===== config.mk =====
export PLATFORM = sky130hd
export DESIGN_NAME = gregorian_date_adder
export DESIGN_NICKNAME = d
export VERILOG_FILES = /design/src/rtl/gda_pkg.sv /design/src/rtl/gda_ctrl.sv /design/src/rtl/gda_datapath.sv /design/src/rtl/gregorian_date_adder.sv
export SDC_FILE = /design/constraint.sdc
export NUM_CORES = 1
export LEC_CHECK = 0
export ABC_AREA = 1
export BUFFER_PORTS_ARGS = -buffer_cell sky130_fd_sc_hd__buf_2
export CAP_MARGIN = 40
export CORE_MARGIN = 2
export CORE_UTILIZATION = 59
export CTS_CLUSTER_SIZE = 10
export DETAILED_ROUTE_END_ITERATION = 16
export PLACE_DENSITY = 0.81
export SLEW_MARGIN = 30
export SYNTH_ARGS = -nofsm -noshare
export SYNTH_HDL_FRONTEND = slang
export SYNTH_SLANG_ARGS = --single-unit
export TNS_END_PERCENT = 30

===== constraint.sdc =====
create_clock -name clk -period 5.9 [get_ports clk]
set_clock_uncertainty 0.05 [all_clocks]
set_input_delay 0.295 -clock clk [delete_from_list [all_inputs] [get_ports clk]]
set_output_delay 0.295 -clock clk [all_outputs]
set_load 0.03 [all_outputs]

===== src/rtl/gda_pkg.sv =====
// ----------------------------------------------------------------------------
// gda_pkg
// Shared types, constants and calendar functions of the date adder.
// ----------------------------------------------------------------------------
package gda_pkg;

    localparam int CMD_W   = 3;
    localparam int YEAR_W  = 15;
    localparam int MONTH_W = 4;
    localparam int DAY_W   = 5;
    localparam int AMT_W   = 12;
    localparam int WIDE_W  = 23;
    localparam int PROD_W  = 22;
    localparam int FACT_W  = 10;
    localparam int STEP_W  = 15;
    localparam int DIVR_W  = 9;
    localparam int QUO_W   = 9;
    localparam int REC_W   = 13;
    localparam int RPROD_W = 28;

    localparam int SHIFT_YEAR  = 21;
    localparam int SHIFT_MONTH = 16;

    localparam logic [YEAR_W-1:0] YEAR_MAX   = 15'd32767;
    localparam logic [DIVR_W-1:0] DIV_YEAR   = 9'd400;
    localparam logic [DIVR_W-1:0] DIV_MONTH  = 9'd12;
    localparam logic [DIVR_W-1:0] R400_LAST  = 9'd399;
    localparam logic [REC_W-1:0]  RECIP_YEAR  = 13'd5243;
    localparam logic [REC_W-1:0]  RECIP_MONTH = 13'd5462;
    localparam logic [MONTH_W-1:0] MONTH_FEB = 4'd2;
    localparam logic [MONTH_W-1:0] MONTH_DEC = 4'd12;

    typedef enum logic [CMD_W-1:0] {
        UNIT_DAYS      = 3'd0,
        UNIT_WEEKS     = 3'd1,
        UNIT_MONTHS    = 3'd2,
        UNIT_YEARS     = 3'd3,
        UNIT_DECADES   = 3'd4,
        UNIT_CENTURIES = 3'd5,
        UNIT_MILLENNIA = 3'd6,
        UNIT_NONE      = 3'd7
    } gda_unit_t;

    typedef enum logic [3:0] {
        OP_NONE,
        OP_LOAD,
        OP_DIV,
        OP_R400,
        OP_CLAMP,
        OP_STEP,
        OP_MINIT,
        OP_MAPPLY,
        OP_MUL,
        OP_YADD,
        OP_SAT
    } gda_op_t;

    typedef struct packed {
        logic steps_zero;
        logic day_mode;
        logic month_mode;
        logic year_mode;
    } gda_status_t;

    typedef logic [DAY_W-1:0] gda_mlen_t [12];

    localparam gda_mlen_t MONTH_LEN = '{
        5'd31, 5'd28, 5'd31, 5'd30, 5'd31, 5'd30,
        5'd31, 5'd31, 5'd30, 5'd31, 5'd30, 5'd31
    };

    // leap test from the year modulo 400
    function automatic logic leap_of(input logic [DIVR_W-1:0] r400);
        logic by4;
        by4 = (r400[1:0] == 2'd0);
        return (r400 == '0) ||
               (by4 && (r400 != 9'd100) && (r400 != 9'd200) && (r400 != 9'd300));
    endfunction

    function automatic logic [DAY_W-1:0] days_in(input logic [MONTH_W-1:0] month,
                                                 input logic leap);
        logic [MONTH_W-1:0] idx;
        idx = month - 4'd1;
        if (month == MONTH_FEB)
            return leap ? 5'd29 : 5'd28;
        return MONTH_LEN[idx];
    endfunction

endpackage


===== src/rtl/gda_ctrl.sv =====
// ----------------------------------------------------------------------------
// gda_ctrl
// Sequencer of the date adder: issues at most one datapath operation per cycle.
// ----------------------------------------------------------------------------
module gda_ctrl (
    input  logic                clk,
    input  logic                rst_n,
    input  logic                start,
    input  gda_pkg::gda_status_t status,
    output gda_pkg::gda_op_t    op,
    output logic                busy,
    output logic                done
);
    import gda_pkg::*;

    typedef enum logic [13:0] {
        S_IDLE   = 14'b00000000000001,
        S_MOD0   = 14'b00000000000010,
        S_R400A  = 14'b00000000000100,
        S_CLAMPA = 14'b00000000001000,
        S_STEP   = 14'b00000000010000,
        S_MINIT  = 14'b00000000100000,
        S_MDIV   = 14'b00000001000000,
        S_MAPPLY = 14'b00000010000000,
        S_MUL    = 14'b00000100000000,
        S_YADD   = 14'b00001000000000,
        S_SAT    = 14'b00010000000000,
        S_MOD1   = 14'b00100000000000,
        S_R400B  = 14'b01000000000000,
        S_DONE   = 14'b10000000000000
    } gda_state_t;

    gda_state_t state_reg, state_next;

    always_ff @(posedge clk or negedge rst_n)
    begin
        if (!rst_n)
            state_reg <= S_IDLE;
        else
            state_reg <= state_next;
    end

    always_comb
    begin
        state_next = state_reg;
        op         = OP_NONE;
        case (state_reg)
            S_IDLE:
            begin
                if (start)
                begin
                    op         = OP_LOAD;
                    state_next = S_MOD0;
                end
            end
            S_MOD0:
            begin
                op         = OP_DIV;
                state_next = S_R400A;
            end
            S_R400A:
            begin
                op         = OP_R400;
                state_next = S_CLAMPA;
            end
            S_CLAMPA:
            begin
                op = OP_CLAMP;
                if (status.day_mode)
                    state_next = S_STEP;
                else if (status.month_mode)
                    state_next = S_MINIT;
                else if (status.year_mode)
                    state_next = S_MUL;
                else
                    state_next = S_SAT;
            end
            S_STEP:
            begin
                if (status.steps_zero)
                    state_next = S_SAT;
                else
                    op = OP_STEP;
            end
            S_MINIT:
            begin
                op         = OP_MINIT;
                state_next = S_MDIV;
            end
            S_MDIV:
            begin
                op         = OP_DIV;
                state_next = S_MAPPLY;
            end
            S_MAPPLY:
            begin
                op         = OP_MAPPLY;
                state_next = S_SAT;
            end
            S_MUL:
            begin
                op         = OP_MUL;
                state_next = S_YADD;
            end
            S_YADD:
            begin
                op         = OP_YADD;
                state_next = S_SAT;
            end
            S_SAT:
            begin
                op         = OP_SAT;
                state_next = S_MOD1;
            end
            S_MOD1:
            begin
                op         = OP_DIV;
                state_next = S_R400B;
            end
            S_R400B:
            begin
                op         = OP_R400;
                state_next = S_DONE;
            end
            S_DONE:
            begin
                state_next = S_IDLE;
            end
            default:
            begin
                state_next = S_IDLE;
            end
        endcase
    end

    // final clamp is folded into the output path of the datapath
    assign busy = (state_reg != S_IDLE);
    assign done = (state_reg == S_DONE);

endmodule


===== src/rtl/gda_datapath.sv =====
// ----------------------------------------------------------------------------
// gda_datapath
// Date registers, day stepper, reciprocal divider by 400 or 12 and year
// multiplier.
// ----------------------------------------------------------------------------
module gda_datapath (
    input  logic                              clk,
    input  logic                              rst_n,
    input  gda_pkg::gda_op_t                  op,
    input  logic [gda_pkg::CMD_W-1:0]         cmd,
    input  logic [gda_pkg::YEAR_W-1:0]        start_year,
    input  logic [gda_pkg::MONTH_W-1:0]       start_month,
    input  logic [gda_pkg::DAY_W-1:0]         start_day,
    input  logic [gda_pkg::AMT_W-1:0]         amount,
    output gda_pkg::gda_status_t              status,
    output logic [gda_pkg::YEAR_W-1:0]        new_year,
    output logic [gda_pkg::MONTH_W-1:0]       new_month,
    output logic [gda_pkg::DAY_W-1:0]         new_day,
    output logic                              year_overflow
);
    import gda_pkg::*;

    logic [CMD_W-1:0]   cmd_reg;
    logic [AMT_W-1:0]   amt_reg;
    logic [WIDE_W-1:0]  y_reg;
    logic [MONTH_W-1:0] m_reg;
    logic [DAY_W-1:0]   d_reg;
    logic [DIVR_W-1:0]  r400_reg;
    logic [STEP_W-1:0]  steps_reg;
    logic [YEAR_W-1:0]  dvd_reg;
    logic [DIVR_W-1:0]  dvs_reg;
    logic [QUO_W-1:0]   quo_reg;
    logic [PROD_W-1:0]  prod_reg;
    logic               ovf_reg;

    logic [YEAR_W-1:0]  y_norm;
    logic [MONTH_W-1:0] m_norm;
    logic [DAY_W-1:0]   d_norm;
    logic [STEP_W-1:0]  steps_init;
    logic               div_year;
    logic [REC_W-1:0]   recip;
    logic [RPROD_W-1:0] rprod;
    logic [QUO_W-1:0]   quo_calc;
    logic [YEAR_W-1:0]  quo_mul;
    logic [DIVR_W-1:0]  rem_val;
    logic [DAY_W-1:0]   dim_now;
    logic [DAY_W-1:0]   d_clamp;
    logic [FACT_W-1:0]  factor;
    logic               y_big;
    logic [YEAR_W-1:0]  y_sat;
    gda_unit_t          unit;

    assign unit = gda_unit_t'(cmd_reg);

    assign y_norm = (start_year == '0) ? YEAR_W'(1) : start_year;
    assign m_norm = (start_month == '0) ? 4'd1 :
                    (start_month > MONTH_DEC) ? MONTH_DEC : start_month;
    assign d_norm = (start_day == '0) ? 5'd1 : start_day;
    assign steps_init = (gda_unit_t'(cmd) == UNIT_WEEKS) ?
                        ({amount, 3'b000} - {3'b000, amount}) : {3'b000, amount};

    // quotient by reciprocal multiplication, exact over the dividend range
    assign div_year = (dvs_reg == DIV_YEAR);
    assign recip    = div_year ? RECIP_YEAR : RECIP_MONTH;
    assign rprod    = {13'd0, dvd_reg} * {15'd0, recip};
    assign quo_calc = div_year ? QUO_W'(rprod[RPROD_W-1:SHIFT_YEAR]) :
                                 rprod[SHIFT_MONTH +: QUO_W];
    assign quo_mul  = {6'd0, quo_reg} * {6'd0, dvs_reg};
    assign rem_val  = DIVR_W'(dvd_reg - quo_mul);

    assign dim_now = days_in(m_reg, leap_of(r400_reg));
    assign d_clamp = (d_reg > dim_now) ? dim_now : d_reg;

    always_comb
    begin
        case (unit)
            UNIT_DECADES:   factor = 10'd10;
            UNIT_CENTURIES: factor = 10'd100;
            UNIT_MILLENNIA: factor = 10'd1000;
            default:        factor = 10'd1;
        endcase
    end

    assign y_big = (y_reg > {8'd0, YEAR_MAX});
    assign y_sat = y_big ? YEAR_MAX : y_reg[YEAR_W-1:0];

    always_ff @(posedge clk or negedge rst_n)
    begin
        if (!rst_n)
            ovf_reg <= 1'b0;
        else
        begin
            case (op)
                OP_LOAD:
                begin
                    ovf_reg <= 1'b0;
                end
                OP_SAT:
                begin
                    ovf_reg <= y_big;
                end
                default:
                begin
                end
            endcase
        end
    end

    always_ff @(posedge clk)
    begin
        case (op)
            OP_LOAD:
            begin
                cmd_reg   <= cmd;
                amt_reg   <= amount;
                y_reg     <= {8'd0, y_norm};
                m_reg     <= m_norm;
                d_reg     <= d_norm;
                steps_reg <= steps_init;
                dvd_reg   <= y_norm;
                dvs_reg   <= DIV_YEAR;
            end
            OP_DIV:
            begin
                quo_reg <= quo_calc;
            end
            OP_R400:
            begin
                r400_reg <= rem_val;
            end
            OP_CLAMP:
            begin
                d_reg <= d_clamp;
            end
            OP_STEP:
            begin
                steps_reg <= steps_reg - 15'd1;
                if (d_reg >= dim_now)
                begin
                    d_reg <= 5'd1;
                    if (m_reg == MONTH_DEC)
                    begin
                        m_reg    <= 4'd1;
                        y_reg    <= y_reg + 23'd1;
                        r400_reg <= (r400_reg == R400_LAST) ? '0 : r400_reg + 9'd1;
                    end
                    else
                    begin
                        m_reg <= m_reg + 4'd1;
                    end
                end
                else
                begin
                    d_reg <= d_reg + 5'd1;
                end
            end
            OP_MINIT:
            begin
                dvd_reg <= {11'd0, m_reg} + {3'd0, amt_reg} - 15'd1;
                dvs_reg <= DIV_MONTH;
            end
            OP_MAPPLY:
            begin
                y_reg <= y_reg + {14'd0, quo_reg};
                m_reg <= rem_val[MONTH_W-1:0] + 4'd1;
            end
            OP_MUL:
            begin
                prod_reg <= {10'd0, amt_reg} * {12'd0, factor};
            end
            OP_YADD:
            begin
                y_reg <= y_reg + {1'b0, prod_reg};
            end
            OP_SAT:
            begin
                y_reg   <= {8'd0, y_sat};
                dvd_reg <= y_sat;
                dvs_reg <= DIV_YEAR;
            end
            default:
            begin
            end
        endcase
    end

    assign status.steps_zero = (steps_reg == '0);
    assign status.day_mode   = (unit == UNIT_DAYS) || (unit == UNIT_WEEKS);
    assign status.month_mode = (unit == UNIT_MONTHS);
    assign status.year_mode  = (unit == UNIT_YEARS) || (unit == UNIT_DECADES) ||
                               (unit == UNIT_CENTURIES) || (unit == UNIT_MILLENNIA);

    assign new_year      = y_reg[YEAR_W-1:0];
    assign new_month     = m_reg;
    assign new_day       = d_clamp;
    assign year_overflow = ovf_reg;

endmodule


===== src/rtl/gregorian_date_adder.sv =====
// ----------------------------------------------------------------------------
// gregorian_date_adder
// Days and weeks step one day per cycle over amount (or 7*amount) days; months
// take an init, divide and apply step, years through millennia a multiply and
// an add step, the unused unit code none. Year mod 400 is taken by reciprocal
// multiplication before and after the addition, with a divide and a remainder
// step each time. One item at a time; busy stays high until done, which pulses
// for one cycle, and the next item is accepted in the cycle after done at the
// earliest. Reset returns the sequencer to idle; the receiver cannot stall.
// ----------------------------------------------------------------------------
module gregorian_date_adder (
    input  logic                         clk,
    input  logic                         rst_n,
    input  logic                         start,
    input  logic [gda_pkg::CMD_W-1:0]    cmd,
    input  logic [gda_pkg::YEAR_W-1:0]   start_year,
    input  logic [gda_pkg::MONTH_W-1:0]  start_month,
    input  logic [gda_pkg::DAY_W-1:0]    start_day,
    input  logic [gda_pkg::AMT_W-1:0]    amount,
    output logic                         busy,
    output logic                         done,
    output logic [gda_pkg::YEAR_W-1:0]   new_year,
    output logic [gda_pkg::MONTH_W-1:0]  new_month,
    output logic [gda_pkg::DAY_W-1:0]    new_day,
    output logic                         year_overflow
);
    import gda_pkg::*;

    gda_op_t     op;
    gda_status_t status;

    gda_ctrl u_ctrl (
        .clk    (clk),
        .rst_n  (rst_n),
        .start  (start),
        .status (status),
        .op     (op),
        .busy   (busy),
        .done   (done)
    );

    gda_datapath u_datapath (
        .clk           (clk),
        .rst_n         (rst_n),
        .op            (op),
        .cmd           (cmd),
        .start_year    (start_year),
        .start_month   (start_month),
        .start_day     (start_day),
        .amount        (amount),
        .status        (status),
        .new_year      (new_year),
        .new_month     (new_month),
        .new_day       (new_day),
        .year_overflow (year_overflow)
    );

endmodule


==> impl_metrics.ini <==
[clock_network]
worstSkewPairLatency_ns = 0.44
cts_tree = done
cts_root_buffer = clkbuf_16
htree_levels = 4
cts_made_buffers = 17
clockBufferDepth = 2
cts.clk_slew.worst_paths_ns = 0.06
cts_num_sinks = 134

[synth]
syn_area_um2 = 18840
synthMostInstantiatedCell = nand2_1
yosys-top-cells-area = edfxtp_1, fa_1, ha_1
async_reset_ff_frac = 0.1119
synthTopCellsByCount = nand2_1, inv_1, ha_1
synth_warnings = 0
ys_seq_area_frac = 0.2097
yosysTopAreaCell = edfxtp_1
synth_top_flop_cell = edfxtp_1
synth_top_area_frac = 0.1897
synth_cells = 2388
synth_nets = 2836
syn_area_per_cell_um2 = 7.888
ys_ff_latch = 134
synth_edf_count = 119
synth_cell_types = 53

[timing]
slew_headroom = 0.4629
fin_ws_ns = 0.2988
finalCritPeriodShare = 0.9494
period_needed_ns = 5.601
max_freq_mhz = 178.5
rsz0062_at_grt = false
finalSetupTns_ns = 0
worst_pin_slew_ns = 0.8032
finalSetupViolations = 0
whs_ns = 0.005287
slew_viol_final = 0
hold_viol = 0

[cells_and_area]
nFillCells = 2669
area_growth_pct = 7.346
nets = 2888
largest_reg_flops = 23
postLayoutCoreUtil = 0.6425
regArea_um2 = 3950
drive_gt1_frac = 0.07259
multi_input_area_um2 = 12820

[global_route]
grt_pass1_vias = 16670
antenna_found_initial = 1
grt_max_degree = 26
gr-total-overflow = 0
grtUsageTotal = 0.3095
grt_pass1_wl_um = 82190

[detailed_routing]
drt_iter0_markers = 1495
dr_total_vias = 16260
drt_pass1_iterations = 6
wirelength_um = 49530
via_per_inst = 5.696
postRouteAntennaNets = 0
wire_per_inst_um = 17.35
drc = 0

[worst_setup_path]
crit_type = reg2reg
cp_slowest_cell = fa_1
start_kind = flop
crit_path_end_kind = flop
slowest_delay_ns = 0.53
arrival_ns = 5.74
reg2reg_slack_ns = 0.30
required_ns = 6.04
path_max_fanout = 10
cpMostUsedCell = nand2_1

[placed_design]
place.gp.congestion = 0.9479
place.port_buffers = 68
hpwl_um = 41440
dp_slack_ns = 0.1692

[floorplanning]
core_um2 = 31470
rows = 65
die_h_um = 182.7
dieArea_um2 = 33370
die_x_um = 182.7
pin_count = 69
initial_utilization = 0.5985

[job]
drv_cap = 0

[status]
status = complete, no violations

[hold_path]
hold_class = in2reg
## final timing paths
check / cells past startpoint / end / startpoint
worst min-delay path: 1 / u_datapath.cmd_reg[1] / cmd[1]
max in group asynchronous: 2 / u_ctrl.state_reg[0] / rst_n
worst max register to register: 25 / u_datapath.prod_reg[15] / u_datapath.cmd_reg[1]
worst min register to register: 1 / u_ctrl.state_reg[5] / u_datapath.cmd_reg[2]
worst max-delay path: 25 / u_datapath.prod_reg[15] / u_datapath.cmd_reg[1]
min in group asynchronous: 2 / u_ctrl.state_reg[11] / rst_n
## logic make-up (layout without fill, tap and decap cells)
| kind of cell | count (synthesis) | after routing | synth area share |
|---|---|---|---|
| and+or+nand+nor | 957 | 957 | 0.2212 |
| AOI/OAI and AO/OA | 284 | 284 | 0.08868 |
| buffers and inverters | 527 | 591 | 0.1105 |
| other | 1 | 2 | 0.0001991 |
| DFF | 134 | 134 | 0.2097 |
| xor gates and xnor gates | 79 | 79 | 0.03673 |
| adders and majority gates | 406 | 406 | 0.3330 |
## critical path, delay by kind of cell (launching register included)
kind	cells	cell delay (ns)
adder cells (fa/ha/maj)	6	2.90
AND/OR/NAND/NOR	10	0.90
flip-flops	1	0.46
AO/OA/AOI/OAI	3	0.56
buffers and inverters	6	0.46
## routing by layer
metal	GRT usage	up-vias	wire length, um
li1	-	7798	-
met1	0.3967	7728	20610
met2	0.5332	618	23950
met3	0.04550	117	3308
met4	0.1126	0	1656
met5	0	-	0
## area by class of cell
class / count / area share
multi-input cells: 1727 / 0.6338
flip-flops and latches: 134 / 0.1953
inverters: 470 / 0.08762
repair buffers: 90 / 0.02568
well taps: 402 / 0.02487
clock buffers: 17 / 0.02104
clock inverters: 14 / 0.01151
diodes: 1 / 0.0001238
## what timing repair did
| item | 4_1_cts | 5_1_grt |
|---|---|---|
| setup endpoints to repair | 0 | 9 |
| resized for setup | 0 | 4 |
| setup buffers | 0 | 1 |
| hold buffers | 1 | 0 |
| hold endpoints to repair | 14 | 0 |
## stage by stage
step / instances / area (um2)
after CTS: 2853 / 20200
after floorplan: 2388 / 18840
final: 2855 / 20220
after global routing: 2854 / 20220
after detailed placement: 2821 / 19540
after global placement: 2819 / 19510
## cells in the final DEF, fill, tap and decap left out, types with 17 or more instances in the layout
| master | count |
|---|---|
| nand2_1 | 472 |
| o211ai_1 | 19 |
| buf_2 | 68 |
| xor2_1 | 50 |
| inv_1 | 459 |
| xnor2_1 | 29 |
| a21oi_1 | 91 |
| nor2_1 | 212 |
| buf_4 | 19 |
| clkbuf_16 | 17 |
| ha_1 | 247 |
| nand3_1 | 138 |
| nor3_1 | 31 |
| fa_1 | 159 |
| nand4_1 | 32 |
| nor4_1 | 19 |
| o21ai_0 | 105 |
| edfxtp_1 | 119 |
Power is left out: the tool's default activity adds up to more than one toggle a clock period on the data nets, which glitch-free logic cannot reach.
